## src/design/msort_pkg.sv

```systemverilog
`timescale 1ns / 1ps
// ----------------------------------------------------------------------------
// msort_pkg
// Shared constants and types of the merge sorter.
// ----------------------------------------------------------------------------
package msort_pkg;

    localparam int MAX_ELEMS_DEF  = 64;
    localparam int DATA_WIDTH_DEF = 32;

    typedef struct packed {
        logic busy;
        logic done;
        logic src_sel;
    } msort_stat_t;

endpackage

```

## src/design/msort_merge.sv

```systemverilog
`timescale 1ns / 1ps
// ----------------------------------------------------------------------------
// msort_merge
// Bottom-up merge sequencer: one compare and one write per element and pass,
// ping-ponging between the two buffers.
// ----------------------------------------------------------------------------
module msort_merge
    import msort_pkg::*;
#(
    parameter int MAX_ELEMS  = MAX_ELEMS_DEF,
    parameter int DATA_WIDTH = DATA_WIDTH_DEF,
    localparam int AW = $clog2(MAX_ELEMS),
    localparam int CW = $clog2(MAX_ELEMS + 1)
) (
    input  logic                  clk,
    input  logic                  rst_n,
    input  logic                  start,
    input  logic [CW-1:0]         count,
    input  logic [DATA_WIDTH-1:0] data_l,
    input  logic [DATA_WIDTH-1:0] data_r,
    output logic [AW-1:0]         raddr_l,
    output logic [AW-1:0]         raddr_r,
    output logic                  wr_en,
    output logic [AW-1:0]         wr_addr,
    output logic [DATA_WIDTH-1:0] wr_data,
    output msort_stat_t           stat
);

    localparam int SW = CW + 2;

    typedef enum logic [1:0] {
        M_IDLE,
        M_SEG,
        M_RD,
        M_CMP
    } mstate_t;

    mstate_t       state_reg, state_next;
    logic [CW-1:0] n_reg, n_next;
    logic [SW-1:0] rw_reg, rw_next;
    logic [CW-1:0] lp_reg, lp_next;
    logic [CW-1:0] rp_reg, rp_next;
    logic [CW-1:0] op_reg, op_next;
    logic [CW-1:0] mid_reg, mid_next;
    logic [CW-1:0] end_reg, end_next;
    logic          src_reg, src_next;
    logic          done_reg, done_next;

    logic [SW-1:0] n_ext;
    logic [SW-1:0] sum_mid;
    logic [SW-1:0] sum_end;
    logic [SW-1:0] rw_dbl;
    logic [CW-1:0] op_inc;
    logic          take_left;

    assign n_ext   = SW'(n_reg);
    assign sum_mid = SW'(op_reg) + rw_reg;
    assign sum_end = sum_mid + rw_reg;
    assign rw_dbl  = rw_reg << 1;
    assign op_inc  = op_reg + CW'(1);

    assign take_left = (lp_reg < mid_reg)
                       && ((rp_reg >= end_reg)
                           || ($signed(data_l) <= $signed(data_r)));

    assign raddr_l = lp_reg[AW-1:0];
    assign raddr_r = rp_reg[AW-1:0];
    assign wr_en   = (state_reg == M_CMP);
    assign wr_addr = op_reg[AW-1:0];
    assign wr_data = take_left ? data_l : data_r;

    assign stat.busy    = (state_reg != M_IDLE);
    assign stat.done    = done_reg;
    assign stat.src_sel = src_reg;

    always_comb
    begin
        state_next = state_reg;
        n_next     = n_reg;
        rw_next    = rw_reg;
        lp_next    = lp_reg;
        rp_next    = rp_reg;
        op_next    = op_reg;
        mid_next   = mid_reg;
        end_next   = end_reg;
        src_next   = src_reg;
        done_next  = 1'b0;
        case (state_reg)
            M_IDLE:
            begin
                if (start)
                begin
                    n_next   = count;
                    rw_next  = SW'(1);
                    op_next  = '0;
                    src_next = 1'b0;
                    if (count <= CW'(1))
                    begin
                        done_next = 1'b1;
                    end
                    else
                    begin
                        state_next = M_SEG;
                    end
                end
            end
            M_SEG:
            begin
                mid_next   = (sum_mid > n_ext) ? n_reg : sum_mid[CW-1:0];
                end_next   = (sum_end > n_ext) ? n_reg : sum_end[CW-1:0];
                lp_next    = op_reg;
                rp_next    = mid_next;
                state_next = M_RD;
            end
            M_RD:
            begin
                state_next = M_CMP;
            end
            M_CMP:
            begin
                op_next = op_inc;
                if (take_left)
                begin
                    lp_next = lp_reg + CW'(1);
                end
                else
                begin
                    rp_next = rp_reg + CW'(1);
                end
                if (op_inc != end_reg)
                begin
                    state_next = M_RD;
                end
                else if (end_reg != n_reg)
                begin
                    state_next = M_SEG;
                end
                else
                begin
                    rw_next  = rw_dbl;
                    src_next = ~src_reg;
                    op_next  = '0;
                    if (rw_dbl >= n_ext)
                    begin
                        done_next  = 1'b1;
                        state_next = M_IDLE;
                    end
                    else
                    begin
                        state_next = M_SEG;
                    end
                end
            end
            default:
            begin
                state_next = M_IDLE;
            end
        endcase
    end

    always_ff @(posedge clk or negedge rst_n)
    begin
        if (!rst_n)
        begin
            state_reg <= M_IDLE;
            n_reg     <= '0;
            rw_reg    <= SW'(1);
            lp_reg    <= '0;
            rp_reg    <= '0;
            op_reg    <= '0;
            mid_reg   <= '0;
            end_reg   <= '0;
            src_reg   <= 1'b0;
            done_reg  <= 1'b0;
        end
        else
        begin
            state_reg <= state_next;
            n_reg     <= n_next;
            rw_reg    <= rw_next;
            lp_reg    <= lp_next;
            rp_reg    <= rp_next;
            op_reg    <= op_next;
            mid_reg   <= mid_next;
            end_reg   <= end_next;
            src_reg   <= src_next;
            done_reg  <= done_next;
        end
    end

endmodule

```

## config.mk

```make
export PLATFORM = sky130hd
export DESIGN_NAME = msort_merge
export DESIGN_NICKNAME = d
export VERILOG_FILES = /design/src/design/msort_pkg.sv /design/src/design/msort_merge.sv
export SDC_FILE = /design/constraint.sdc
export NUM_CORES = 1
export LEC_CHECK = 0
export ABC_AREA = 1
export ABC_CLOCK_PERIOD_IN_PS = 4400
export BUFFER_PORTS_ARGS = -buffer_cell sky130_fd_sc_hd__buf_2
export CORE_UTILIZATION = 56
export DETAILED_ROUTE_END_ITERATION = 7
export HOLD_SLACK_MARGIN = 0.15
export PLACE_DENSITY = 0.82
export SYNTH_ARGS = -nofsm -noshare
export SYNTH_HDL_FRONTEND = slang
export SYNTH_SLANG_ARGS = --single-unit
export TNS_END_PERCENT = 30
```

## constraint.sdc

```tcl
create_clock -name clk -period 4.4 [get_ports clk]
set_input_delay 0.66 -clock clk [delete_from_list [all_inputs] [get_ports clk]]
set_output_delay 0.66 -clock clk [all_outputs]
set_load 0.1 [all_outputs]
```

==> metrics.md <==
| Metric | Value |
|---|---|
| Worst slew margin | a little under half |
| Max Cap Viol | 0 |
| Vias per cell | roughly 5.4 |
| DR DRC count | 0 |
| WL/cell | 13.4 µm |
| Ant diodes | 0 |
| CP Data Arrival Time | about 4300 ps |
| Hold WS | about 190 ps |
| Element type at the critical path end | flop |
| H-Tree Depth | 2 |
| Minimum clock period | 3990 ps |
| Cell chain of the critical path | ha_1 > fa_1 > nand3_1 > nand2_1 > xnor2_1 > inv_1 > ha_1 > inv_1 > o21ai_0 > xor2_1 > inv_1 > ha_1 > nand2_1 > inv_1 > o21ai_0 > nand2_1 > o21ai_0 > nand2_1 > nor2_4 > nand2_1 > nand2_1 > nand3_1 > nand2_1 |
| Max Slew Vio Count | 0 |
| Fmax | between 200 and 300 MHz |
| WP buf/inv | 4 |
| RSZ-0062 raised after global routing | no |
| Number of global-route vias before repair | ~5400 |
| Vias | 5873 |
| Post-Synth XOR/XNOR Area | ~4.2% |
| Post-synthesis simple-gate area fraction | between 20 and 30% |
| Kind of critical path | reg2reg |
| Root Driver | clkbuf_8 |
| Layout overhead on the synthesized area | 12.3% |
| CP Max Fanout | 8 |
| Clock transition at path regs | ~120 ps |
| Port bufs | approximately 130 |
| Critical Path RT | approximately 4700 ps |
| DRT Wirelength | 14700 µm |
| First-pass GRT wire length | about 25000 µm |
| GRT overflow | 0 |
| Die footprint | between 10000 and 15000 µm² |
| Slowest cell on crit path | dfrtp_2 |
| Post CTS Setup Buffer Count | 0 |
| Post-synth EDFFs | 0 |
| Num rows | 37 |
| DRT iter0 DRCs | approximately 450 |
| Outcome | complete, no violations |
| CTS buffer count | 5 |
| Hold Fails Final Rpt | 0 |
| Max FFs per register | 9 |
| Classification of the worst-slack hold path | in2async |
| CP delay by family, top | adder cells |
| Clock sink count | 55 |
| CORE AREA | 10200 µm² |
| YS warnings | 0 |
| IO Pins | about 130 |
| Yosys reg bits | 55 |
| CTS Buffer Depth | 2 |
| Synth Area in Adders | ~20% |
| Seq/Total Area, Yosys | 23.5% |
| Critical path's largest stage delay | about 480 ps |
| Post-route ant nets | 0 |
| Layout cells sized above 1 | approximately 16% |
| GRT Overall Usage | 27.7% |
| Synth Area in Compound Gates | between 10% and 20% |
| Final setup fails | 0 |
| HPWL Detailed | between 10000 and 15000 µm |
| Clock skew | between 15 and 20 ps |
| Worst-Skew Late Latency | between 300 and 400 ps |
| Syn nets | 1020 |
| Async SR Flop Fraction | 100% |
| CTS tree | built |
| Initial Util | between 50% and 60% |
| Mean Syn Cell Area | 6.86 µm² |
| Critical Path Start Type | flop |
| Final period util | roughly nine tenths |
| Final setup TNS | 0 ps |
| Most used DFF post-synth | dfrtp_1 |
| Synth Cell Area | just under 6000 µm² |
| Most used cell along the critical path | nand2_1 |
| Chip height | ~100 µm |
| Post-Syn Instances | between 800 and 900 |
| Multiplexer share of the synthesized area | 0% |
| GP Congestion | a little under 1 |
| Pre-Repair DR Iteration Count | 5 |
| Die Wd | roughly 100 µm |
| Worst slew pin tran | around 800 ps |
| Largest net degree at the start of global routing | 65 |
| Nets@finish | around 1100 |
| Initial antenna violation count | 0 |
| Main combinational cell family by area after synthesis | simple AND/OR/NAND/NOR gates |
| Netlist cell types | 37 |
==> per-layer routing <==
metal,track usage [%],wire length (µm),vias up
met2,45.8,6770,196
met1,36.0,6590,2640
met4,8.57,365,0
met3,5.70,984,35
met5,0,0,-
li1,-,-,3002
==> cell families (layout without fill, tap and decap cells) <==
group                      count (synthesis)  count (layout)
adders and majority gates                 90              90
xor gates and xnor gates                  28              28
and+or+nand+nor                          399             399
buffers and inverters                    144             247
AOI/OAI and AO/OA                        140             140
DFF                                       55              55
==> final timing paths <==
path,startpoint,end,slack [ps],cells past startpoint
setup / recovery,op_reg[0]$_DFFE_PN0P_,end_reg[6]$_DFFE_PN0P_,410,23
hold / removal,rst_n,lp_reg[3]$_DFFE_PN0P_,190,1
setup reg to reg,op_reg[0]$_DFFE_PN0P_,end_reg[6]$_DFFE_PN0P_,410,23
hold reg to reg,rw_reg[8]$_DFFE_PN0P_,rw_reg[8]$_DFFE_PN0P_,490,2
max in group asynchronous,rst_n,op_reg[0]$_DFFE_PN0P_,3340,2
min in group clk,rw_reg[8]$_DFFE_PN0P_,rw_reg[8]$_DFFE_PN0P_,490,2
==> synthesized netlist by cell type, drive strengths merged, types with 8 or more instances <==
cell type,count,area share [%]
a21oi,78,6.7
buf,27,3.3
clkbuf,8,0.51
dfrtp,54,23
ha,88,19
inv,108,6.9
nand2,222,14
nand3,70,6.2
nand4,21,2.2
nor2,69,4.7
o21ai,48,4.3
xnor2,9,1.3
xor2,19,2.8
==> placed cells by master (no fill, tap or decap), types with 5 or more instances in the layout <==
cell      netlist  routed
nand2_1       220     220
buf_2           4     127
inv_1         108     108
ha_1           88      88
a21oi_1        78      77
nand3_1        67      67
nor2_1         67      67
dfrtp_1        54      53
o21ai_0        44      42
nand4_1        21      21
xor2_1         19      19
xnor2_1         9       9
nor3_1          5       5
o21ai_1         3       5
or2_2           5       5
clkbuf_8        0       5
==> repair_timing <==
action	CTS	global route
resized for setup	0	3
hold buffers	0	0
endpoints found under the setup margin	0	1
==> per-stage QoR <==
step	worst slack, ps	util (%)	cells	instance area [µm²]
2_1_floorplan	216	-	856	5870
3_3_place_gp	527	63.4	1087	6490
3_5_place_dp	423	63.4	1087	6490
4_1_cts	378	64.4	1095	6580
5_1_grt	69.1	64.4	1095	6590
6_report	414	64.4	1095	6590
==> layout make-up <==
class / count / area [µm²]
Clock inverter: 3 / 27.5
Multi-Input combinational cell: 657 / 3860
Inverter: 109 / 409
Clock buffer: 5 / 68.8
Sequential cell: 55 / 1380
Fill cell: 973 / 3640
Tap cell: 136 / 170
Timing Repair Buffer: 130 / 671
Power is not shown: default switching activity piles up to over one toggle a cycle in this logic, so the estimate is an artifact.
